## config.mk

```make
export PLATFORM = sky130hd
export DESIGN_NAME = tbps_blend
export DESIGN_NICKNAME = d
export VERILOG_FILES = /design/src/hdl/triangle_barycentric_pixel_shade_macros.svh /design/src/hdl/tbps_pkg.sv /design/src/hdl/tbps_blend.sv
export SDC_FILE = /design/constraint.sdc
export NUM_CORES = 2
export LEC_CHECK = 0
export BUFFER_PORTS_ARGS = -buffer_cell sky130_fd_sc_hd__buf_2
export CAP_MARGIN = 40
export CORE_UTILIZATION = 31
export DETAILED_ROUTE_END_ITERATION = 8
export SETUP_SLACK_MARGIN = 0.2
export SYNTH_ARGS = -nofsm -noshare
export SYNTH_HDL_FRONTEND = slang
export SYNTH_SLANG_ARGS = --single-unit
```

## constraint.sdc

```tcl
create_clock -name clk -period 7.1 [get_ports clk]
set_input_delay 0.71 -clock clk [delete_from_list [all_inputs] [get_ports clk]]
set_output_delay 0.71 -clock clk [all_outputs]
set_load 0.01 [all_outputs]
```

## src/hdl/triangle_barycentric_pixel_shade_macros.svh

```systemverilog
// ----------------------------------------------------------------------------
// triangle_barycentric_pixel_shade_macros
// assertion macros shared by the shading pipeline modules
// ----------------------------------------------------------------------------
`ifndef TRIANGLE_BARYCENTRIC_PIXEL_SHADE_MACROS_SVH
`define TRIANGLE_BARYCENTRIC_PIXEL_SHADE_MACROS_SVH

// property that must hold at every clock edge out of reset
`define TBPS_ASSERT_HOLD(lbl, cond, msg) \
    lbl: assert property (@(posedge clk) disable iff (!rst_n) (cond)) \
        else $error(msg);

// condition that must hold in the cycle after a trigger
`define TBPS_ASSERT_NEXT(lbl, ante, cons, msg) \
    lbl: assert property (@(posedge clk) disable iff (!rst_n) (ante) |=> (cons)) \
        else $error(msg);

`endif

```

## src/hdl/tbps_pkg.sv

```systemverilog
// ----------------------------------------------------------------------------
// tbps_pkg
// widths, word types and constants of the barycentric pixel shading pipeline
// ----------------------------------------------------------------------------
package tbps_pkg;

    localparam int PIXEL_BITS = 10;
    localparam int COORD_BITS = 12;
    localparam int VALUE_BITS = 16;

    // signed width that holds both pixel and vertex coordinates
    localparam int EDGE_BITS  = (COORD_BITS > PIXEL_BITS + 1) ? COORD_BITS : PIXEL_BITS + 1;
    localparam int DIFF_BITS  = EDGE_BITS + 1;
    localparam int PROD_BITS  = 2 * DIFF_BITS;
    // doubled area magnitude, bounded by the square of the coordinate span
    localparam int AREA_BITS  = 2 * EDGE_BITS;
    localparam int WPROD_BITS = AREA_BITS + 1 + VALUE_BITS;
    localparam int NUM_BITS   = WPROD_BITS + 2;
    localparam int DVD_BITS   = NUM_BITS + 2;
    localparam int DVS_BITS   = AREA_BITS + 1;
    localparam int QUOT_BITS  = VALUE_BITS;
    localparam int REM_BITS   = DVS_BITS + 1;

    localparam logic [QUOT_BITS-1:0] QUOT_HALF = {1'b1, {(QUOT_BITS-1){1'b0}}};
    localparam logic [VALUE_BITS-1:0] VALUE_MAX = {1'b0, {(VALUE_BITS-1){1'b1}}};
    localparam logic [VALUE_BITS-1:0] VALUE_MIN = {1'b1, {(VALUE_BITS-1){1'b0}}};

    // input word: one pixel to shade
    typedef struct packed {
        logic        [PIXEL_BITS-1:0] pixel_x;
        logic        [PIXEL_BITS-1:0] pixel_y;
        logic signed [COORD_BITS-1:0] vertex_a_x;
        logic signed [COORD_BITS-1:0] vertex_a_y;
        logic signed [COORD_BITS-1:0] vertex_b_x;
        logic signed [COORD_BITS-1:0] vertex_b_y;
        logic signed [COORD_BITS-1:0] vertex_c_x;
        logic signed [COORD_BITS-1:0] vertex_c_y;
        logic signed [VALUE_BITS-1:0] color_a;
        logic signed [VALUE_BITS-1:0] color_b;
        logic signed [VALUE_BITS-1:0] color_c;
        logic signed [VALUE_BITS-1:0] old_value;
    } pixel_word_t;

    // output word: shaded pixel
    typedef struct packed {
        logic signed [VALUE_BITS-1:0] new_value;
        logic                         covered;
    } shade_word_t;

    // colors and old value carried alongside the area math
    typedef struct packed {
        logic signed [VALUE_BITS-1:0] color_a;
        logic signed [VALUE_BITS-1:0] color_b;
        logic signed [VALUE_BITS-1:0] color_c;
        logic signed [VALUE_BITS-1:0] old_value;
    } color_side_t;

    // doubled areas of the three sub-triangles and the whole triangle
    typedef struct packed {
        logic [AREA_BITS-1:0] area_1;
        logic [AREA_BITS-1:0] area_2;
        logic [AREA_BITS-1:0] area_3;
        logic [AREA_BITS-1:0] area_all;
        color_side_t          side;
    } area_word_t;

    // divider operands with the sign and coverage of the item
    typedef struct packed {
        logic [DVD_BITS-1:0]          dvd;
        logic [DVS_BITS-1:0]          dvs;
        logic                         neg;
        logic                         hit;
        logic signed [VALUE_BITS-1:0] old_value;
    } div_in_t;

    // one stage of the restoring divider
    typedef struct packed {
        logic [DVS_BITS-1:0]          rem;
        logic [QUOT_BITS-1:0]         low;
        logic [QUOT_BITS-1:0]         quot;
        logic [DVS_BITS-1:0]          dvs;
        logic                         neg;
        logic                         hit;
        logic signed [VALUE_BITS-1:0] old_value;
    } div_stage_t;

endpackage

```

## src/hdl/tbps_blend.sv

```systemverilog
// ----------------------------------------------------------------------------
// tbps_blend
// coverage test, area-weighted color sum and divider operand setup
// ----------------------------------------------------------------------------
module tbps_blend
    import tbps_pkg::*;
(
    input  logic       clk,
    input  logic       rst_n,
    input  logic       adv,
    input  logic       in_valid,
    input  area_word_t in_word,
    output logic       out_valid,
    output div_in_t    out_word
);

    logic [2:0] valid_reg;

    // stage 4 registers
    logic signed [WPROD_BITS-1:0] wprod_reg [3];
    logic        [AREA_BITS-1:0]  area4_reg;
    logic                         hit4_reg;
    logic signed [VALUE_BITS-1:0] old4_reg;

    // stage 5 registers
    logic signed [NUM_BITS-1:0]   num_reg;
    logic        [AREA_BITS-1:0]  area5_reg;
    logic                         hit5_reg;
    logic signed [VALUE_BITS-1:0] old5_reg;

    // stage 6 register
    div_in_t div_reg;

    logic        [AREA_BITS+1:0]  area_sum;
    logic                         hit_next;
    logic signed [WPROD_BITS-1:0] wprod_next [3];
    logic signed [NUM_BITS-1:0]   num_next;
    logic        [NUM_BITS-1:0]   mag;
    div_in_t                      div_next;

    // coverage and weighted products
    always_comb
    begin
        area_sum = (AREA_BITS+2)'(in_word.area_1) + (AREA_BITS+2)'(in_word.area_2)
                 + (AREA_BITS+2)'(in_word.area_3);
        hit_next = (in_word.area_all != '0)
                && (area_sum <= (AREA_BITS+2)'(in_word.area_all));
        wprod_next[0] = WPROD_BITS'(signed'({1'b0, in_word.area_1}))
                      * WPROD_BITS'(in_word.side.color_c);
        wprod_next[1] = WPROD_BITS'(signed'({1'b0, in_word.area_2}))
                      * WPROD_BITS'(in_word.side.color_a);
        wprod_next[2] = WPROD_BITS'(signed'({1'b0, in_word.area_3}))
                      * WPROD_BITS'(in_word.side.color_b);
    end

    // weighted sum
    assign num_next = NUM_BITS'(wprod_reg[0]) + NUM_BITS'(wprod_reg[1])
                    + NUM_BITS'(wprod_reg[2]);

    // sign-magnitude and rounding offset: q = (2|num| + a) / 2a
    always_comb
    begin
        mag = num_reg[NUM_BITS-1] ? NUM_BITS'(-num_reg) : NUM_BITS'(num_reg);
        div_next.dvd       = (DVD_BITS'(mag) << 1) + DVD_BITS'(area5_reg);
        div_next.dvs       = DVS_BITS'(area5_reg) << 1;
        div_next.neg       = num_reg[NUM_BITS-1];
        div_next.hit       = hit5_reg;
        div_next.old_value = old5_reg;
    end

    // valid bits
    always_ff @(posedge clk or negedge rst_n)
    begin
        if (!rst_n)
        begin
            valid_reg <= '0;
        end
        else if (adv)
        begin
            valid_reg <= {valid_reg[1:0], in_valid};
        end
    end

    // data stages
    always_ff @(posedge clk)
    begin
        if (adv)
        begin
            wprod_reg <= wprod_next;
            area4_reg <= in_word.area_all;
            hit4_reg  <= hit_next;
            old4_reg  <= in_word.side.old_value;
            num_reg   <= num_next;
            area5_reg <= area4_reg;
            hit5_reg  <= hit4_reg;
            old5_reg  <= old4_reg;
            div_reg   <= div_next;
        end
    end

    assign out_valid = valid_reg[2];
    assign out_word  = div_reg;

endmodule

```

Yosys cells after proc, flatten, opt, wreduce, memory -nomap -nowiden --
Index checks and enable logic that the tools add are counted.
Word-level totals: register bits after elaboration 338, input port bits 164, word-level logic and storage cells 29
Cells by class: multiplexer cells 1, $lt $le $gt $ge 1, add/subtract/negate cells 6, reductions and logical operators 2, multipliers 3
Operators with widths (count):
- multiplier 25 x 16 -> 41 bit | 3
- adder 44 x 24 -> 45 bit | 1
- adder 42 x 41 -> 43 bit | 1
- 2-to-1 mux 43 bit | 1
- negator 43 bit | 1
- adder 41 x 41 -> 42 bit | 1
- adder 25 x 24 -> 26 bit | 1
- <= comparator 26 x 24 -> 1 bit | 1
- adder 24 x 24 -> 25 bit | 1
- nonzero test 24 bit | 1
- logical AND 1 bit | 1

Logic depth before layout (Yosys ltp) --
depth in word-level cells 4, gate-level depth with buffers 25, mapped depth without buffers 24

Worst setup path before layout --
No wires, ideal clock.
path type input -> register, start point input in_word[17] (netlist bit), end point register wprod_reg[119] (netlist bit) (data pin), stages 24, required time 6.839 ns, data arrival time 6.638 ns, buffers on the path 1, setup slack 0.201 ns, path through clkbuf_1 > nand2_1 > fa_1 > inv_1 > fa_1 > inv_1 > fa_1 > inv_1 > fa_1 > fa_1 > inv_1 > fa_1 > inv_1 > ha_1 > a21o_1 > a21o_1 > a21o_1 > a2111oi_0 > nor2_1 > a211oi_1 > o21ai_0 > a21oi_1 > nor3_1 > a311o_1
RTL lines:
- start, declared | line tbps_blend.sv:12 | input area_word_t in_word,
- end signal, assigned | line tbps_blend.sv:89 | wprod_reg <= wprod_next;
- end, declared | line tbps_blend.sv:20 | logic signed [WPROD_BITS-1:0] wprod_reg [3];

==> results.cfg <==
[setup_path]
end_kind = flop
worst-setup-path-type = input port to flop
worstPathRequired_ps = 7440
path_max_fanout = 12
worst_setup_path_start_kind = input port
r2r_slack_ps = 2300
r2r_start = num_reg[4]
arrival_ps = 6900
critPathLaunch = in_word[49]

[clock_tree]
cts_made_buffers = 36
cts_tree = done
clock-root-buffer = clkbuf_16
h-tree-depth = 2
clk-insertion-delay-late_ps = 550
clk_path_buf_depth = 3
cts.sinks = 337
path_clk_slew_ps = 60
post_cts_buffers = 0

[place]
dp_slack_ps = -132.1
port_buffers = 251
globalplace.congestion = 0.9117
dpl.hpwl_mm = 134.4

[logic_synthesis]
yosysWarnings = 0
synth_edf_count = 334
ys_types = 83
yosysTopAreaCell = fa_1
ys_ff_latch = 337
yosysSeqAreaShare_pct = 18.03
avgSynthCellArea_um2 = 9.739
synth_area_leaders = fa_1 35%, edfxtp_1 18%, ha_1 12%
synthFlopType = edfxtp_1
netlist_area_um2 = 56040
syn_inst = 5754
async_flop_share_pct = 0.8902
synth.top_cell.area_share_pct = 35.23

[finish]
fillers = 18100
area_growth_pct = 12.22
drive_gt1_share_pct = 10.08
multi_input_area_um2 = 40650
fin_nets = 7799
largest_reg_flops = 123
seq_area_um2 = 10100

[sta]
period_needed_ps = 6556
hold_viol = 0
worstMarginPinSlew_ps = 994.1
rsz0062_at_grt = false
drv_slew = 0
post-route-period-util_pct = 92.34
setup-violations-final = 0
finClkSkew_ps = 19.40
setup_ws_ps = 544.2
fmax_mhz = 152.5
maxSlewHeadroom_pct = 33.73
whs_ps = 340.4

[floorplan]
coreArea_um2 = 179000
ios = 253
fp.dieArea_um2 = 182500
initial_core_util_pct = 31.30
die_x_um = 427.2
die_h_um = 427.2
placementRows = 155

[grt]
grt_pass1_wl_mm = 244.5
grt_pass1_vias = 43040
grt_max_degree = 180
grt_overflow = 0
track_usage_pct = 17.24
antenna_found_initial = 29

[hold_path]
min_path_type = input port to flop
min_from = in_word[15]

[drt]
routed_wl_mm = 156.3
vias = 40700
wl_per_cell_um = 18.35
routed_via_density = 4.778
drt_first_iter_violations = 2522
antenna_left = 0
first_pass_iters = 5
drc = 0

[status]
outcome = finished clean

[job]
drv_cap = 0
==> cell families (layout without fill, tap and decap cells) <==
logic type                 Yosys count  count (layout)  share of synthesized area, %
AOI/OAI and AO/OA                  605             605                         7.074
and+or+nand+nor                   1657            1657                         14.73
muxes                                5               5                       0.09824
DFF                                337             337                         18.03
other                                1              15                      0.006692
adders and majority gates         1512            1512                         46.97
xor gates and xnor gates           233             233                         3.642
buffers and inverters             1404            1800                         9.445
==> synthesized netlist by cell type, drive strengths merged (5+ instances only) <==
cell type	number
or4	5
o21a	37
o41ai	10
and3	25
and2	515
a311oi	5
nor2b	31
a211oi	34
clkbuf	183
nor3b	6
fa	986
nor2	168
a21boi	6
o21bai	27
nand2	684
or2	12
inv	1209
o41a	5
a21o	96
o211ai	10
a221oi	8
xor2	61
o21ai	104
nor4	20
nand4	21
xnor2	172
a21oi	170
ha	526
nand2b	58
edfxtp	334
buf	10
nor3	41
or3	16
a31oi	22
nand3b	5
and4	6
nand3	35
o2111ai	5
a31o	10
o31ai	21
==> layer usage <==
metal | track usage (%) | part of all wire (%)
met1 | 22.43 | 43
met2 | 30.25 | 49
met3 | 1.908 | 5.7
met4 | 4.452 | 2.8
met5 | 0 | 0.031
==> worst max-delay path: stages <==
cell and delay [ps]:
buf_2 280, nand2_1 130, fa_1 540, inv_1 60
fa_1 530, inv_1 60, fa_1 500, inv_1 50
fa_1 440, fa_1 510, inv_1 50, fa_1 480
inv_1 80, ha_1 330, buf_4 150, o2111ai_1 110
a21oi_1 70, a211oi_1 240, o31ai_1 190, a2bb2oi_1 220
buf_4 170, o21a_1 170, nand3b_1 150, a31oi_1 100
a211o_1 240, a211oi_1 320
==> cell usage in the layout (no fill, tap or decap), types with 170 or more instances in the layout <==
cell	instances
fa_1	986
buf_4	261
nand2_1	684
a21oi_1	170
inv_1	1209
ha_1	526
edfxtp_1	334
buf_2	250
and2_1	514
xnor2_1	171
==> worst paths after layout <==
path                                  to  cells after the start
max                        wprod_reg[81]                     26
min                         old4_reg[15]                      1
max in group asynchronous   valid_reg[2]                      2
min in group asynchronous   valid_reg[1]                      2
min reg2reg                  out_word[9]                      0
max reg2reg                 out_word[84]                     13
==> area by class of cell <==
type / instances / share of cell area [%]
antenna: 13 / 0.05173
clock buffer: 43 / 1.474
clock inverter: 23 / 0.3820
inverter: 1211 / 7.229
multi-input combinational: 4014 / 64.65
sequential: 337 / 16.07
tap: 2355 / 4.686
timing repair buffer: 523 / 5.464
==> repair_timing <==
action | CTS | global route
setup endpoints to repair | 0 | 2
endpoints found under the hold margin | 3 | 0
gates resized for setup | 0 | 2
hold buffers | 1 | 0
==> stage by stage <==
stage	TNS [ps]	utilization, %	cells	area, um2
2_1_floorplan	0	-	5755	56040
3_3_place_gp	-86.03	34.45	8439	61670
3_5_place_dp	-153.9	34.45	8439	61670
4_1_cts	0	35.11	8506	62840
5_1_grt	0	35.13	8517	62880
6_report	0	35.13	8519	62880
Power is not shown: default switching activity piles up to over one toggle a cycle in this logic, so the estimate is an artifact.
