--- config.mk ---
export PLATFORM = sky130hd
export DESIGN_NAME = tbps_area
export DESIGN_NICKNAME = d
export VERILOG_FILES = /design/src/hdl/triangle_barycentric_pixel_shade_macros.svh /design/src/hdl/tbps_pkg.sv /design/src/hdl/tbps_area.sv
export SDC_FILE = /design/constraint.sdc
export NUM_CORES = 2
export LEC_CHECK = 0
export ABC_AREA = 0
export BUFFER_PORTS_ARGS = -buffer_cell sky130_fd_sc_hd__buf_2
export CAP_MARGIN = 0
export CORE_MARGIN = 2
export CORE_UTILIZATION = 50
export CTS_BUF_LIST = sky130_fd_sc_hd__clkbuf_8
export DETAILED_ROUTE_END_ITERATION = 10
export PLACE_DENSITY = 0.64
export SETUP_SLACK_MARGIN = 0.15
export SLEW_MARGIN = 5
export SYNTH_ARGS = -nofsm -noshare
export SYNTH_HDL_FRONTEND = slang
export SYNTH_SLANG_ARGS = --single-unit
--- constraint.sdc ---
create_clock -name clk -period 9.3 [get_ports clk]
set_input_delay 0.93 -clock clk [delete_from_list [all_inputs] [get_ports clk]]
set_output_delay 0.93 -clock clk [all_outputs]
set_load 0.01 [all_outputs]
--- src/hdl/triangle_barycentric_pixel_shade_macros.svh ---
// ----------------------------------------------------------------------------
// triangle_barycentric_pixel_shade_macros
// assertion macros shared by the shading pipeline modules
// ----------------------------------------------------------------------------
`ifndef TRIANGLE_BARYCENTRIC_PIXEL_SHADE_MACROS_SVH
`define TRIANGLE_BARYCENTRIC_PIXEL_SHADE_MACROS_SVH

// property that must hold at every clock edge out of reset
`define TBPS_ASSERT_HOLD(lbl, cond, msg) \
    lbl: assert property (@(posedge clk) disable iff (!rst_n) (cond)) \
        else $error(msg);

// condition that must hold in the cycle after a trigger
`define TBPS_ASSERT_NEXT(lbl, ante, cons, msg) \
    lbl: assert property (@(posedge clk) disable iff (!rst_n) (ante) |=> (cons)) \
        else $error(msg);

`endif

--- src/hdl/tbps_pkg.sv ---
// ----------------------------------------------------------------------------
// tbps_pkg
// widths, word types and constants of the barycentric pixel shading pipeline
// ----------------------------------------------------------------------------
package tbps_pkg;

    localparam int PIXEL_BITS = 10;
    localparam int COORD_BITS = 12;
    localparam int VALUE_BITS = 16;

    // signed width that holds both pixel and vertex coordinates
    localparam int EDGE_BITS  = (COORD_BITS > PIXEL_BITS + 1) ? COORD_BITS : PIXEL_BITS + 1;
    localparam int DIFF_BITS  = EDGE_BITS + 1;
    localparam int PROD_BITS  = 2 * DIFF_BITS;
    // doubled area magnitude, bounded by the square of the coordinate span
    localparam int AREA_BITS  = 2 * EDGE_BITS;
    localparam int WPROD_BITS = AREA_BITS + 1 + VALUE_BITS;
    localparam int NUM_BITS   = WPROD_BITS + 2;
    localparam int DVD_BITS   = NUM_BITS + 2;
    localparam int DVS_BITS   = AREA_BITS + 1;
    localparam int QUOT_BITS  = VALUE_BITS;
    localparam int REM_BITS   = DVS_BITS + 1;

    localparam logic [QUOT_BITS-1:0] QUOT_HALF = {1'b1, {(QUOT_BITS-1){1'b0}}};
    localparam logic [VALUE_BITS-1:0] VALUE_MAX = {1'b0, {(VALUE_BITS-1){1'b1}}};
    localparam logic [VALUE_BITS-1:0] VALUE_MIN = {1'b1, {(VALUE_BITS-1){1'b0}}};

    // input word: one pixel to shade
    typedef struct packed {
        logic        [PIXEL_BITS-1:0] pixel_x;
        logic        [PIXEL_BITS-1:0] pixel_y;
        logic signed [COORD_BITS-1:0] vertex_a_x;
        logic signed [COORD_BITS-1:0] vertex_a_y;
        logic signed [COORD_BITS-1:0] vertex_b_x;
        logic signed [COORD_BITS-1:0] vertex_b_y;
        logic signed [COORD_BITS-1:0] vertex_c_x;
        logic signed [COORD_BITS-1:0] vertex_c_y;
        logic signed [VALUE_BITS-1:0] color_a;
        logic signed [VALUE_BITS-1:0] color_b;
        logic signed [VALUE_BITS-1:0] color_c;
        logic signed [VALUE_BITS-1:0] old_value;
    } pixel_word_t;

    // output word: shaded pixel
    typedef struct packed {
        logic signed [VALUE_BITS-1:0] new_value;
        logic                         covered;
    } shade_word_t;

    // colors and old value carried alongside the area math
    typedef struct packed {
        logic signed [VALUE_BITS-1:0] color_a;
        logic signed [VALUE_BITS-1:0] color_b;
        logic signed [VALUE_BITS-1:0] color_c;
        logic signed [VALUE_BITS-1:0] old_value;
    } color_side_t;

    // doubled areas of the three sub-triangles and the whole triangle
    typedef struct packed {
        logic [AREA_BITS-1:0] area_1;
        logic [AREA_BITS-1:0] area_2;
        logic [AREA_BITS-1:0] area_3;
        logic [AREA_BITS-1:0] area_all;
        color_side_t          side;
    } area_word_t;

    // divider operands with the sign and coverage of the item
    typedef struct packed {
        logic [DVD_BITS-1:0]          dvd;
        logic [DVS_BITS-1:0]          dvs;
        logic                         neg;
        logic                         hit;
        logic signed [VALUE_BITS-1:0] old_value;
    } div_in_t;

    // one stage of the restoring divider
    typedef struct packed {
        logic [DVS_BITS-1:0]          rem;
        logic [QUOT_BITS-1:0]         low;
        logic [QUOT_BITS-1:0]         quot;
        logic [DVS_BITS-1:0]          dvs;
        logic                         neg;
        logic                         hit;
        logic signed [VALUE_BITS-1:0] old_value;
    } div_stage_t;

endpackage

--- src/hdl/tbps_area.sv ---
// ----------------------------------------------------------------------------
// tbps_area
// three-stage pipeline forming the doubled absolute sub-triangle areas
// ----------------------------------------------------------------------------
module tbps_area
    import tbps_pkg::*;
(
    input  logic        clk,
    input  logic        rst_n,
    input  logic        adv,
    input  logic        in_valid,
    input  pixel_word_t in_word,
    output logic        out_valid,
    output area_word_t  out_word
);

    logic [2:0] valid_reg;

    // stage 1 registers: vertex minus pixel, and edges from vertex a
    logic signed [DIFF_BITS-1:0] dp_reg [6];
    logic signed [DIFF_BITS-1:0] de_reg [4];
    color_side_t                 side1_reg;

    // stage 2 registers: cross product halves
    logic signed [PROD_BITS-1:0] prod_l_reg [4];
    logic signed [PROD_BITS-1:0] prod_r_reg [4];
    color_side_t                 side2_reg;

    // stage 3 registers
    area_word_t area_reg;

    logic signed [EDGE_BITS-1:0] px, py;
    logic signed [EDGE_BITS-1:0] vx [3];
    logic signed [EDGE_BITS-1:0] vy [3];
    logic signed [DIFF_BITS-1:0] dp_next [6];
    logic signed [DIFF_BITS-1:0] de_next [4];
    logic signed [PROD_BITS-1:0] prod_l_next [4];
    logic signed [PROD_BITS-1:0] prod_r_next [4];
    logic        [AREA_BITS-1:0] abs_next [4];
    logic signed [PROD_BITS:0]   xprod [4];

    // coordinate differences
    always_comb
    begin
        px = signed'(EDGE_BITS'({1'b0, in_word.pixel_x}));
        py = signed'(EDGE_BITS'({1'b0, in_word.pixel_y}));
        vx[0] = EDGE_BITS'(in_word.vertex_a_x);
        vy[0] = EDGE_BITS'(in_word.vertex_a_y);
        vx[1] = EDGE_BITS'(in_word.vertex_b_x);
        vy[1] = EDGE_BITS'(in_word.vertex_b_y);
        vx[2] = EDGE_BITS'(in_word.vertex_c_x);
        vy[2] = EDGE_BITS'(in_word.vertex_c_y);
        for (int i = 0; i < 3; i++)
        begin
            dp_next[2*i]   = DIFF_BITS'(vx[i]) - DIFF_BITS'(px);
            dp_next[2*i+1] = DIFF_BITS'(vy[i]) - DIFF_BITS'(py);
        end
        de_next[0] = DIFF_BITS'(vx[1]) - DIFF_BITS'(vx[0]);
        de_next[1] = DIFF_BITS'(vy[1]) - DIFF_BITS'(vy[0]);
        de_next[2] = DIFF_BITS'(vx[2]) - DIFF_BITS'(vx[0]);
        de_next[3] = DIFF_BITS'(vy[2]) - DIFF_BITS'(vy[0]);
    end

    // products: (p,a,b), (p,b,c), (p,c,a), (a,b,c)
    always_comb
    begin
        prod_l_next[0] = PROD_BITS'(dp_reg[0]) * PROD_BITS'(dp_reg[3]);
        prod_r_next[0] = PROD_BITS'(dp_reg[1]) * PROD_BITS'(dp_reg[2]);
        prod_l_next[1] = PROD_BITS'(dp_reg[2]) * PROD_BITS'(dp_reg[5]);
        prod_r_next[1] = PROD_BITS'(dp_reg[3]) * PROD_BITS'(dp_reg[4]);
        prod_l_next[2] = PROD_BITS'(dp_reg[4]) * PROD_BITS'(dp_reg[1]);
        prod_r_next[2] = PROD_BITS'(dp_reg[5]) * PROD_BITS'(dp_reg[0]);
        prod_l_next[3] = PROD_BITS'(de_reg[0]) * PROD_BITS'(de_reg[3]);
        prod_r_next[3] = PROD_BITS'(de_reg[1]) * PROD_BITS'(de_reg[2]);
    end

    // cross product and magnitude
    always_comb
    begin
        for (int i = 0; i < 4; i++)
        begin
            xprod[i] = (PROD_BITS+1)'(prod_l_reg[i]) - (PROD_BITS+1)'(prod_r_reg[i]);
            abs_next[i] = xprod[i][PROD_BITS] ? AREA_BITS'(-xprod[i])
                                              : AREA_BITS'(xprod[i]);
        end
    end

    // valid bits
    always_ff @(posedge clk or negedge rst_n)
    begin
        if (!rst_n)
        begin
            valid_reg <= '0;
        end
        else if (adv)
        begin
            valid_reg <= {valid_reg[1:0], in_valid};
        end
    end

    // data stages
    always_ff @(posedge clk)
    begin
        if (adv)
        begin
            dp_reg <= dp_next;
            de_reg <= de_next;
            side1_reg.color_a   <= in_word.color_a;
            side1_reg.color_b   <= in_word.color_b;
            side1_reg.color_c   <= in_word.color_c;
            side1_reg.old_value <= in_word.old_value;
            prod_l_reg <= prod_l_next;
            prod_r_reg <= prod_r_next;
            side2_reg  <= side1_reg;
            area_reg.area_1   <= abs_next[0];
            area_reg.area_2   <= abs_next[1];
            area_reg.area_3   <= abs_next[2];
            area_reg.area_all <= abs_next[3];
            area_reg.side     <= side2_reg;
        end
    end

    assign out_valid = valid_reg[2];
    assign out_word  = area_reg;

endmodule

* After elaboration in Yosys (flattened, before gate mapping)
Index checks and enable logic that the tools add are counted.
Cells by class: $add $sub $neg 18, multiply operators 8, multiplexer cells 4
Operators with widths (count):
- multiplier 13 x 13 -> 26 bit | 8
- subtractor 26 x 26 -> 27 bit | 4
- 2-to-1 mux 24 bit | 4
- negation 24 bit | 4
- subtractor 12 x 11 -> 13 bit | 6
- subtractor 12 x 12 -> 13 bit | 4
Word-level totals: flip-flop bits (word level) 629, input bits 160, output and inout bits 161, logic and storage cells 65

* Longest topological paths before layout
depth in word-level cells 3, gate-level depth with buffers 26

* Worst setup path before layout
OpenSTA, ideal clock, no wires.
kind register to register, from register dp_reg[5] (netlist bit), to register prod_r_reg[51] (netlist bit), data pin, setup time 0.260 ns, data arrival time 5.876 ns, data required time 9.040 ns, slack 3.164 ns, cell stages (with the launch flop) 24, buffers on the path 1, cells stage by stage edfxtp_1 > clkbuf_1 > and2_1 > fa_1 > inv_1 > fa_1 > inv_1 > fa_1 > inv_1 > fa_1 > inv_1 > fa_1 > ha_1 > ha_1 > o21ai_0 > a21boi_0 > o21ai_0 > a211oi_1 > o31ai_1 > o21ai_0 > or3b_2 > a31o_2 > a21oi_1 > xnor2_1
RTL lines:
- start: declaration | RTL line tbps_area.sv:20 | logic signed [DIFF_BITS-1:0] dp_reg [6];
- start signal: assignment | RTL line tbps_area.sv:106 | dp_reg <= dp_next;
- end signal: assignment | RTL line tbps_area.sv:113 | prod_r_reg <= prod_r_next;
- end: declaration | RTL line tbps_area.sv:26 | logic signed [PROD_BITS-1:0] prod_r_reg [4];

==> flow_summary_export.csv <==
group,metric,value,unit
status,status,"completed",
worst_setup_path,crit_path_start_kind,"register",
global_route,antenna_found_initial,24,
placed_design,io_buffers,320,
clock_network,post_cts_buffers,0,
clock_network,cts_resized,0,
floorplan,dieWidth,406.3,µm
final_layout,nFillCells,14290,
final_layout,drive_gt1_share,7.350,%
timing,max_slew_margin,13.32,%
worst_setup_path,path_common_cell,"fa_1",
yosys,yosys_warnings,0,
timing,finalSetupTns,0,ns
timing,hold_slack,0.2218,ns
yosys,syn_area,80920,µm²
timing,report.final.slew_viol_count,0,
final_layout,multi_input_area,54940,µm²
clock_network,cts_made_buffers,115,
global_route,grt_pass1_vias,58690,
final_layout,area_growth,8.023,%
floorplan,io_pins,321,
drt,viasPerCell,5.237,
floorplan,initial_core_util,50.40,%
drt,wirelength,195.9,mm
worst_setup_path,crit_family,"adder cells",
clock_network,cts.sink_count,629,
final_layout,seq_area,18870,µm²
drt,wl_per_cell,18.71,µm
floorplan,dieArea,165100,µm²
global_route,grt_start_max_net_pins,160,
timing,setup_ws,2.214,ns
flow_run,maxCapViolations,0,
yosys,synth_ff_type,"edfxtp_1",
timing,period_needed,7.086,ns
clock_network,clk_pin_slew,0.06,ns
floorplan,core,160600,µm²
drt,ant_nets,0,
worst_setup_path,path_max_fanout,18,
yosys,syn_inst,7918,
clock_network,clockRootBuffer,"clkbuf_8",
worst_setup_path,crit_slowest_cell,"edfxtp_1",
yosys,synth_seq_area_share,23.32,%
worst_setup_path,critPathCaptureType,"register",
clock_network,htreeDepth,3,
yosys,synth-edff-count,626,
timing,finalClockSkew,0.06165,ns
clock_network,cts_tree,"done",
yosys,ys_ff_latch,629,
worst_setup_path,cp.arrival,7.72,ns
drt,drc,0,
placed_design,dp_hpwl,158.0,mm
clock_network,clock_latency,0.90,ns
timing,report.final.hold_viol_count,0,
yosys,synth_area_per_cell,10.22,µm²
placed_design,post-place-ws,2.264,ns
worst_setup_path,required,9.94,ns
worst_setup_path,rrSetupSlack,2.21,ns
timing,rsz0062_at_grt,"false",
drt,first_pass_iters,5,
worst_setup_path,cpPeakStageDelay,1.05,ns
clock_network,clock_path_buffers,3,
final_layout,layout_commonest_cell,"inv_1",
final_layout,layout_common_cells,"inv_1, fa_1, nand2_1",
clock_network,cts_hold_buf,1,
hold_path,hold_class,"in2reg",
worst_setup_path,crit_chain,"clkinv_1 -> nor2_1 -> fa_1 -> fa_1 -> fa_1 -> fa_1 -> fa_1 -> ha_1 -> ha_1 -> or3_1 -> o31ai_1 -> o21ai_0 -> or3b_2 -> a31o_2 -> a21oi_1 -> xnor2_1",
final_layout,largest_reg_flops,160,
worst_setup_path,crit_buf_inv,1,
floorplan,rows,147,
timing,finalSetupViolations,0,
yosys,postSynth.asyncResetShare,0.4769,%
yosys,netlist-cell-type-count,93,
timing,fin_crit_sh,76.20,%
timing,fmax,141.1,MHz
worst_setup_path,critPathKind,"reg2reg",
drt,drt_iter0_drc,3359,
drt,vias,54840,
floorplan,die_y,406.3,µm
global_route,grt_pass1_wl,319.6,mm
global_route,grt_usage,24.82,%
yosys,syn-num-nets,10140,
global_route,gr-total-overflow,0,
timing,tightest_slew,1.300,ns
placed_design,gp_congestion,0.8860,
final_layout,fin_nets,10430,
-- metrics by stage --
stage | cell area [µm²] | cells | utilization, %
floorplan | 80920 | 7918 | -
global placement | 84950 | 10250 | 52.90
detailed placement | 84950 | 10250 | 52.90
CTS | 87390 | 10460 | 54.42
global route | 87410 | 10470 | 54.44
finish | 87420 | 10470 | 54.44
-- synth_stat cells (all sizes together), types with 53 or more instances --
cell    number  share of area [%]
fa        1310                 32
a21o        89               0.83
ha         752                 12
nor2       321                1.5
inv       1673                7.8
clkbuf     210               0.97
a21oi      197                1.2
xor2       108                1.2
edfxtp     626                 23
o21ai      196                1.2
xnor2      321                3.5
nand2b      70               0.55
nand2      825                3.8
a21boi      53               0.49
nor3        54               0.34
nor2b       60               0.46
and2       608                4.7
-- layout make-up --
type	count	share of cell area, %
Antenna cell	12	0.03435
Clock inverter	97	0.9518
Sequential cell	629	21.59
Timing Repair Buffer	385	2.448
Clock buffer	116	1.826
Inverter	1679	7.210
Multi-Input combinational cell	5393	62.85
Tap cell	2160	3.092
-- cell families (layout without fill, tap and decap cells) --
logic type / Yosys count / in the layout / share of synthesized area [%]
and+or+nand+nor: 2109 / 2109 / 12.74
xor gates and xnor gates: 429 / 429 / 4.643
DFF: 629 / 629 / 23.32
other: 0 / 12 / 0
adders and majority gates: 2062 / 2062 / 44.03
AOI/OAI and AO/OA: 781 / 781 / 6.299
buffers and inverters: 1896 / 2277 / 8.801
muxes: 12 / 12 / 0.1639
-- final timing paths --
kind	endpoint	depth (start not counted)	from
min	side1_reg[11]	1	in_word[11]
max in group asynchronous	valid_reg[2]	2	rst_n
min reg2reg	out_word[35]	0	side2_reg[35]
max	prod_r_reg[51]	16	dp_reg[77]
min in group asynchronous	valid_reg[0]	2	rst_n
max reg2reg	prod_r_reg[51]	16	dp_reg[77]
-- layer usage --
layer,up-vias,track usage [%],part of all wire (%)
met5,-,0,0.032
met4,12,10.01,4.2
met3,340,3.867,6.1
met2,1529,39.56,46
met1,27650,34.00,43
li1,25310,-,-
Power is left out: the tool's default activity adds up to more than one toggle a clock period on the data nets, which glitch-free logic cannot reach.
