`config.mk`:
```
export PLATFORM = sky130hd
export DESIGN_NAME = tbps_div
export DESIGN_NICKNAME = d
export VERILOG_FILES = /design/src/hdl/tbps_pkg.sv /design/src/hdl/tbps_div.sv
export VERILOG_INCLUDE_DIRS = /design/src /design/src/hdl
export SDC_FILE = /design/constraint.sdc
export NUM_CORES = 2
export LEC_CHECK = 0
export BUFFER_PORTS_ARGS = -buffer_cell sky130_fd_sc_hd__buf_2
export CORE_AREA = 4 4 371 300
export DETAILED_ROUTE_END_ITERATION = 16
export DIE_AREA = 0 0 375 304
export PLACE_DENSITY = 0.85
export SYNTH_ARGS = -nofsm -noshare
export SYNTH_HDL_FRONTEND = slang
export SYNTH_SLANG_ARGS = --single-unit
```
`constraint.sdc`:
```
create_clock -name clk -period 4.9 [get_ports clk]
set_clock_uncertainty 0.05 [all_clocks]
set_input_delay 0 -clock clk [delete_from_list [all_inputs] [get_ports clk]]
set_output_delay 0 -clock clk [all_outputs]
set_load 0.005 [all_outputs]
```
`src/hdl/triangle_barycentric_pixel_shade_macros.svh`:
```
// ----------------------------------------------------------------------------
// triangle_barycentric_pixel_shade_macros
// assertion macros shared by the shading pipeline modules
// ----------------------------------------------------------------------------
`ifndef TRIANGLE_BARYCENTRIC_PIXEL_SHADE_MACROS_SVH
`define TRIANGLE_BARYCENTRIC_PIXEL_SHADE_MACROS_SVH

// property that must hold at every clock edge out of reset
`define TBPS_ASSERT_HOLD(lbl, cond, msg) \
    lbl: assert property (@(posedge clk) disable iff (!rst_n) (cond)) \
        else $error(msg);

// condition that must hold in the cycle after a trigger
`define TBPS_ASSERT_NEXT(lbl, ante, cons, msg) \
    lbl: assert property (@(posedge clk) disable iff (!rst_n) (ante) |=> (cons)) \
        else $error(msg);

`endif

```
`src/hdl/tbps_pkg.sv`:
```
// ----------------------------------------------------------------------------
// tbps_pkg
// widths, word types and constants of the barycentric pixel shading pipeline
// ----------------------------------------------------------------------------
package tbps_pkg;

    localparam int PIXEL_BITS = 10;
    localparam int COORD_BITS = 12;
    localparam int VALUE_BITS = 16;

    // signed width that holds both pixel and vertex coordinates
    localparam int EDGE_BITS  = (COORD_BITS > PIXEL_BITS + 1) ? COORD_BITS : PIXEL_BITS + 1;
    localparam int DIFF_BITS  = EDGE_BITS + 1;
    localparam int PROD_BITS  = 2 * DIFF_BITS;
    // doubled area magnitude, bounded by the square of the coordinate span
    localparam int AREA_BITS  = 2 * EDGE_BITS;
    localparam int WPROD_BITS = AREA_BITS + 1 + VALUE_BITS;
    localparam int NUM_BITS   = WPROD_BITS + 2;
    localparam int DVD_BITS   = NUM_BITS + 2;
    localparam int DVS_BITS   = AREA_BITS + 1;
    localparam int QUOT_BITS  = VALUE_BITS;
    localparam int REM_BITS   = DVS_BITS + 1;

    localparam logic [QUOT_BITS-1:0] QUOT_HALF = {1'b1, {(QUOT_BITS-1){1'b0}}};
    localparam logic [VALUE_BITS-1:0] VALUE_MAX = {1'b0, {(VALUE_BITS-1){1'b1}}};
    localparam logic [VALUE_BITS-1:0] VALUE_MIN = {1'b1, {(VALUE_BITS-1){1'b0}}};

    // input word: one pixel to shade
    typedef struct packed {
        logic        [PIXEL_BITS-1:0] pixel_x;
        logic        [PIXEL_BITS-1:0] pixel_y;
        logic signed [COORD_BITS-1:0] vertex_a_x;
        logic signed [COORD_BITS-1:0] vertex_a_y;
        logic signed [COORD_BITS-1:0] vertex_b_x;
        logic signed [COORD_BITS-1:0] vertex_b_y;
        logic signed [COORD_BITS-1:0] vertex_c_x;
        logic signed [COORD_BITS-1:0] vertex_c_y;
        logic signed [VALUE_BITS-1:0] color_a;
        logic signed [VALUE_BITS-1:0] color_b;
        logic signed [VALUE_BITS-1:0] color_c;
        logic signed [VALUE_BITS-1:0] old_value;
    } pixel_word_t;

    // output word: shaded pixel
    typedef struct packed {
        logic signed [VALUE_BITS-1:0] new_value;
        logic                         covered;
    } shade_word_t;

    // colors and old value carried alongside the area math
    typedef struct packed {
        logic signed [VALUE_BITS-1:0] color_a;
        logic signed [VALUE_BITS-1:0] color_b;
        logic signed [VALUE_BITS-1:0] color_c;
        logic signed [VALUE_BITS-1:0] old_value;
    } color_side_t;

    // doubled areas of the three sub-triangles and the whole triangle
    typedef struct packed {
        logic [AREA_BITS-1:0] area_1;
        logic [AREA_BITS-1:0] area_2;
        logic [AREA_BITS-1:0] area_3;
        logic [AREA_BITS-1:0] area_all;
        color_side_t          side;
    } area_word_t;

    // divider operands with the sign and coverage of the item
    typedef struct packed {
        logic [DVD_BITS-1:0]          dvd;
        logic [DVS_BITS-1:0]          dvs;
        logic                         neg;
        logic                         hit;
        logic signed [VALUE_BITS-1:0] old_value;
    } div_in_t;

    // one stage of the restoring divider
    typedef struct packed {
        logic [DVS_BITS-1:0]          rem;
        logic [QUOT_BITS-1:0]         low;
        logic [QUOT_BITS-1:0]         quot;
        logic [DVS_BITS-1:0]          dvs;
        logic                         neg;
        logic                         hit;
        logic signed [VALUE_BITS-1:0] old_value;
    } div_stage_t;

endpackage

```
`src/hdl/tbps_div.sv`:
```
// ----------------------------------------------------------------------------
// tbps_div
// pipelined restoring divider, one quotient bit per stage
// ----------------------------------------------------------------------------
module tbps_div
    import tbps_pkg::*;
(
    input  logic       clk,
    input  logic       rst_n,
    input  logic       adv,
    input  logic       in_valid,
    input  div_in_t    in_word,
    output logic       out_valid,
    output div_stage_t out_word
);

`include "triangle_barycentric_pixel_shade_macros.svh"

    logic [QUOT_BITS-1:0] valid_reg;
    div_stage_t           stage_reg  [QUOT_BITS];
    div_stage_t           stage_next [QUOT_BITS];
    div_stage_t           first;

    // initial partial remainder: the dividend bits above the quotient field
    always_comb
    begin
        first.rem       = DVS_BITS'(in_word.dvd[DVD_BITS-1:QUOT_BITS]);
        first.low       = in_word.dvd[QUOT_BITS-1:0];
        first.quot      = '0;
        first.dvs       = in_word.dvs;
        first.neg       = in_word.neg;
        first.hit       = in_word.hit;
        first.old_value = in_word.old_value;
    end

    // one compare-subtract per stage
    for (genvar k = 0; k < QUOT_BITS; k++)
    begin : g_step
        div_stage_t          src;
        div_stage_t          nxt;
        logic [REM_BITS-1:0] trial;
        logic [REM_BITS-1:0] diff;
        logic                qbit;

        if (k == 0)
        begin : g_head
            assign src = first;
        end
        else
        begin : g_body
            assign src = stage_reg[k-1];
        end

        always_comb
        begin
            trial = {src.rem, src.low[QUOT_BITS-1]};
            diff  = trial - {1'b0, src.dvs};
            qbit  = (trial >= {1'b0, src.dvs});
            nxt           = src;
            nxt.rem       = qbit ? diff[DVS_BITS-1:0] : trial[DVS_BITS-1:0];
            nxt.low       = src.low << 1;
            nxt.quot      = {src.quot[QUOT_BITS-2:0], qbit};
        end

        assign stage_next[k] = nxt;
    end

    // valid bits
    always_ff @(posedge clk or negedge rst_n)
    begin
        if (!rst_n)
        begin
            valid_reg <= '0;
        end
        else if (adv)
        begin
            valid_reg <= {valid_reg[QUOT_BITS-2:0], in_valid};
        end
    end

    // stage data
    always_ff @(posedge clk)
    begin
        if (adv)
        begin
            for (int i = 0; i < QUOT_BITS; i++)
            begin
                stage_reg[i] <= stage_next[i];
            end
        end
    end

    assign out_valid = valid_reg[QUOT_BITS-1];
    assign out_word  = stage_reg[QUOT_BITS-1];

    // remainder stays below the divisor for covered pixels
    `TBPS_ASSERT_HOLD(a_rem_first, valid_reg[0] && stage_reg[0].hit |-> stage_reg[0].rem < stage_reg[0].dvs, "first remainder not below divisor")
    `TBPS_ASSERT_HOLD(a_rem_last, out_valid && out_word.hit |-> out_word.rem < out_word.dvs, "last remainder not below divisor")
    // divisor is twice the area
    `TBPS_ASSERT_HOLD(a_dvs_even, valid_reg[0] |-> stage_reg[0].dvs[0] == 1'b0, "odd divisor")

endmodule

```
# Word-level counts from Yosys, hierarchy flattened

Memory sizes are Yosys's and may differ from the RTL's.
Cells that the tools add are included.

Bits in registers: 16
RAM bits: 1584
Input bits: 92
Output and inout port bits: 101
Memories: 1

Memories:

| name      | depth | bits a word | read ports | clocked after memory_dff | wr ports | RTL line       | text |
|---|---|---|---|---|---|---|---|
| stage_reg | 16    | 99          | 16         | 0                        | 16       | tbps_div.sv:20 | `div_stage_t stage_reg [QUOT_BITS];` |

Add/subtract/negate cells: 16
Magnitude comparators: 16
Muxes and demuxes: 18

Operators with widths:

| operator                                     | number |
|---|---|
| greater-or-equal comparator 26 x 25 -> 1 bit | 16 |
| two-way mux 25 bit                           | 16 |
| subtractor 25 bit                            | 16 |
| two-way mux 1 bit                            | 2 |

# Longest topological paths before layout

An unclocked memory read counts as a cell.

Depth after elaboration: 3
Depth in mapped cells: 16

# Worst setup path before layout

Ideal clock, no wire load.

Path type: register to register
Start point: memory stage_reg[1][469] in the netlist's numbering
End point: memory stage_reg[1][575] in the netlist's numbering, data pin
Setup time: 0.260 ns
Arrival: 3.208 ns
Data required time: 4.590 ns
Setup slack: 1.381 ns
Stages on the path, launching flop included: 16
Buffers on the path: 2
Period minus slack after synthesis: 3.519 ns
Cells stage by stage: edfxtp_1 -> inv_1 -> ha_1 -> inv_1 -> fa_1 -> a211oi_2 -> o21ai_1 -> a2111oi_4 -> nor3_1 -> a211o_1 -> a31oi_4 -> o41ai_1 -> a21o_1 -> buf_6 -> buf_6 -> mux2_4

RTL lines:

| element         | RTL line |
|---|---|
| start, declared | tbps_div.sv:20 |

==> results by group <==
Run status
  • Outcome: completed

Detailed routing
  • Number of routed nets with antenna violations: 0
  • Via count of the routed design: between 40000 and 50000
  • Number of remaining DRC errors: 0
  • Final Routed Wirelength: about 150000 µm
  • Pre-antenna DRT Iters: 8
  • Iteration-0 DRC count of the detailed router: roughly 5000
  • Post-DR wirelength/cell: ~21 µm
  • Average via count per standard cell: 6.00

Yosys
  • #FFs+latches synth: 1360
  • Top-area cell type share of the netlist area: 60.0%
  • Leading post-synthesis cells by cell area: sky130_fd_sc_hd__edfxtp_1 60%, sky130_fd_sc_hd__ha_1 7.4%, sky130_fd_sc_hd__inv_1 3.0%, sky130_fd_sc_hd__mux2_2 2.8%, sky130_fd_sc_hd__xnor2_1 2.6%
  • EDFF count, synth: 1344
  • Gate Count Post-Synth: 5307
  • Cell taking the most area after synthesis: sky130_fd_sc_hd__edfxtp_1
  • Share of synthesized flip-flops with an asynchronous set or reset: 1.18%
  • Mean instance size in the synthesized netlist: 12.7 µm²
  • Total of warnings raised by yosys: 0
  • Total standard cell area after synthesis: 67300 µm²
  • Distinct cell type count of the synthesized netlist: 96
  • Dominant synthesized flop cell: sky130_fd_sc_hd__edfxtp_1
  • Sequential-to-total area share from yosys stat: around three fifths

CTS
  • Number of hold buffers added after CTS: 162
  • Root Driver: sky130_fd_sc_hd__clkbuf_16
  • Bufs on Longest Clock Path: 3
  • H-tree Lvls: 4
  • Source-to-sink clock delay at the later pin of the worst-skew pair: 0.77 ns
  • Post-CTS Repair Setup Buffers: 0
  • Clock tree from TritonCTS: done
  • Clock Pin Slew Worst Setup and Hold Paths: 0.06 ns
  • Clock Sink Count: roughly 1400
  • Clock buffer count from CTS: 136
  • Total of cells resized after clock tree synthesis: 0

Final layout
  • Multi-input gate area in the final layout: 23900 µm²
  • Most frequent cells in the layout: 1344 x sky130_fd_sc_hd__edfxtp_1, 543 x sky130_fd_sc_hd__inv_1, 400 x sky130_fd_sc_hd__ha_1, 347 x sky130_fd_sc_hd__nand2_1, 324 x sky130_fd_sc_hd__o21ai_0
  • Layout filler cell count: 7062
  • Most common cell after layout, fill and taps aside: sky130_fd_sc_hd__edfxtp_1
  • Number of nets in the layout: ~6200
  • Share of post-route cells with drive strength above 1: 11.5%
  • Largest register FFs: 1344
  • Final Core Density: 70.7%
  • Layout-stage area growth over the synthesis result: 13.1%
  • Reg area: 40800 µm²
  • Post-route cell area: 76100 µm²

Critical path
  • Required arrival time at the worst endpoint: 5.33 ns
  • Maximum single-stage delay on the critical path: about 0.72 ns
  • Critical path's top delay family: compound AO/OA/AOI/OAI gates
  • CP max stage cell: sky130_fd_sc_hd__o211a_1
  • CP Cell Sequence: inv_1, ha_1, inv_1, fa_1, a21oi_1, o21ai_1, a2111oi_1, o31ai_1, a221oi_2, o311a_1, o211a_1, buf_4, o21ai_0
  • Arrival time at the worst endpoint: 4.82 ns
  • Maximum fanout along the worst path: 22
  • Critical Path Sink Type: flip-flop
  • Category of the critical setup timing path: flip-flop to flip-flop
  • Critical Path Source Type: flip-flop
  • Dominant cell type by count on the critical path: sky130_fd_sc_hd__inv_1
  • Combined buffer and inverter count along the critical path: 3

STA
  • Maximum frequency from static timing analysis: between 200 and 250 MHz
  • Setup TNS: 0 ns
  • Total setup violations reported at the end of the flow: 0
  • Final Max Tran Viols: 0
  • RSZ-0062 raised after global routing: false
  • Final period util: 89.7%
  • Slew HR: 25.7%
  • Worst Max-Slew Pin Slew: 1.12 ns
  • Hold violation count in the final report: 0
  • Hold WS: 0.0904 ns
  • Post-route setup slack: 0.506 ns
  • Final critical-path required period: 4.39 ns

Power
  • Internal power: roughly 31000 µW
  • Share of power burned in combinational logic: 40.0%
  • Switching power of the nets: 16600 µW
  • Sequential cell fraction of total power: 37.4%
  • Proportion of power drawn by the clock network: 22.7%
  • Leakage component of the power: 0.0306 µW
  • Pwr dens: ~630 nW/µm²
  • Largest voltage drop on the vdd net: approximately 460 µV
  • Switching fraction of total power: between 30% and 40%

GRT
  • Global-route wire length before repair: 237000 µm
  • Via count of the first global-routing pass: 42725
  • Antenna violations before repair: 1
  • Leftover overflow at the end of global routing: 0
  • Global-route usage over all layers: 26.2%
  • Maximum number of pins on one net before global-route repair: 166

Floorplanning
  • Die area: about 110000 µm²
  • Count of pins on the block boundary: 193
  • Core outline area: 108000 µm²
  • Die outline width: 375 µm
  • Die height: 304 µm
  • Starting Density: 62.5%
  • Placement Rows: 108

Place
  • Global placer's final weighted congestion: about 0.92
  • Number of port buffers: around 170
  • Setup Slack @ Placement: 0.630 ns
  • Placement-stage cell area: 69900 µm²
  • DP Wirelength: 104000 µm

Hold path
  • Worst min-delay path category: input pin to flip-flop

Job
  • Number of max-capacitance violations reported: 0
[through the flow]
stage / total power (µW) / std cells
2_1_floorplan: 31400 / 5322
3_3_place_gp: 35700 / 6836
3_5_place_dp: 36300 / 6836
4_1_cts: 47400 / 7242
5_1_grt: 50400 / 7242
6_report: 47600 / 7243
[cell type report]
type | count | share of cell area (%)
repair buffers | 382 | 3.97
clock inverters | 77 | 1.32
diodes | 1 | 0.00329
clock buffers | 167 | 4.68
flip-flops and latches | 1360 | 53.5
inverters | 545 | 2.69
multi-input cells | 3281 | 31.5
well taps | 1430 | 2.35
[power by group through the flow]
stage	sequential (µW)	clock (µW)	combinational [µW]
finish	17800	10800	19000
CTS	17800	11000	18700
detailed placement	18000	0	18300
global route	18000	11500	20900
floorplan	17200	0	14200
global placement	17900	0	17700
[worst min-delay path: stages]
cell                            delay (ns)
sky130_fd_sc_hd__dlygate4sd3_1        0.53
sky130_fd_sc_hd__buf_2                0.12
sky130_fd_sc_hd__nand2_1              0.05
sky130_fd_sc_hd__o21ai_0              0.08
[logic make-up after synthesis]
| family | Yosys count | synth area share (%) |
|---|---|---|
| flip-flops | 1360 | 60.6 |
| AO/OA/AOI/OAI | 1291 | 12.4 |
| AND/OR/NAND/NOR | 1032 | 7.37 |
| buffers and inverters | 681 | 4.02 |
| adder cells (fa/ha/maj) | 416 | 7.91 |
| XOR/XNOR | 309 | 4.02 |
| multiplexers | 217 | 3.70 |
| other | 1 | 0.00557 |
[layer usage]
layer,part of all wire (%),global-route usage [%],vias up
met1,43,37.1,21088
li1,-,-,20431
met4,2.3,7.22,0
met5,0,0,-
met3,7.6,4.47,272
met2,47,42.3,1701
[synthesized netlist by cell type, types with 10 or more instances]
master and count:
sky130_fd_sc_hd__mux2_2 166, sky130_fd_sc_hd__nor2_1 224, sky130_fd_sc_hd__o211ai_1 21, sky130_fd_sc_hd__fa_1 16
sky130_fd_sc_hd__a211o_1 13, sky130_fd_sc_hd__a31o_2 18, sky130_fd_sc_hd__a221oi_1 11, sky130_fd_sc_hd__and4_1 10
sky130_fd_sc_hd__nand2_1 347, sky130_fd_sc_hd__nor3_1 75, sky130_fd_sc_hd__edfxtp_1 1344, sky130_fd_sc_hd__or3_1 18
sky130_fd_sc_hd__nor3b_1 11, sky130_fd_sc_hd__ha_1 400, sky130_fd_sc_hd__and3_1 37, sky130_fd_sc_hd__mux2_1 17
sky130_fd_sc_hd__a21o_1 202, sky130_fd_sc_hd__a21boi_0 12, sky130_fd_sc_hd__buf_2 23, sky130_fd_sc_hd__inv_1 543
sky130_fd_sc_hd__nand4_1 60, sky130_fd_sc_hd__mux2i_1 16, sky130_fd_sc_hd__xnor2_1 199, sky130_fd_sc_hd__xor2_1 110
sky130_fd_sc_hd__nand2b_1 39, sky130_fd_sc_hd__mux2_4 18, sky130_fd_sc_hd__nor4_1 12, sky130_fd_sc_hd__and2_1 32
sky130_fd_sc_hd__or2_2 20, sky130_fd_sc_hd__a311oi_1 11, sky130_fd_sc_hd__a2111oi_0 12, sky130_fd_sc_hd__a211oi_1 34
sky130_fd_sc_hd__buf_4 22, sky130_fd_sc_hd__o21ai_0 324, sky130_fd_sc_hd__o21a_1 46, sky130_fd_sc_hd__a31oi_1 41
sky130_fd_sc_hd__nor2b_1 49, sky130_fd_sc_hd__o31ai_1 43, sky130_fd_sc_hd__a21oi_1 324, sky130_fd_sc_hd__o21bai_1 66
sky130_fd_sc_hd__a41oi_1 12, sky130_fd_sc_hd__clkbuf_1 83, sky130_fd_sc_hd__dfrtp_1 16, sky130_fd_sc_hd__nand3_1 68
[worst paths after layout]
path                                              from  depth (start not counted)  slack [ns]                          end
max in group asynchronous                        rst_n                          3        3.92     valid_reg[1]$_DFFE_PN0P_
min in group asynchronous                        rst_n                          3        0.36    valid_reg[14]$_DFFE_PN0P_
hold reg to reg             stage_reg[1][12]$_DFFE_PP_                          0        0.36  stage_reg[1][111]$_DFFE_PP_
hold / removal                             in_word[68]                          4        0.09   stage_reg[0][84]$_DFFE_PP_
setup / recovery           stage_reg[1][667]$_DFFE_PP_                         13        0.51  stage_reg[1][774]$_DFFE_PP_
setup reg to reg           stage_reg[1][667]$_DFFE_PP_                         13        0.51  stage_reg[1][774]$_DFFE_PP_
Power figures use the tool's default switching activity.
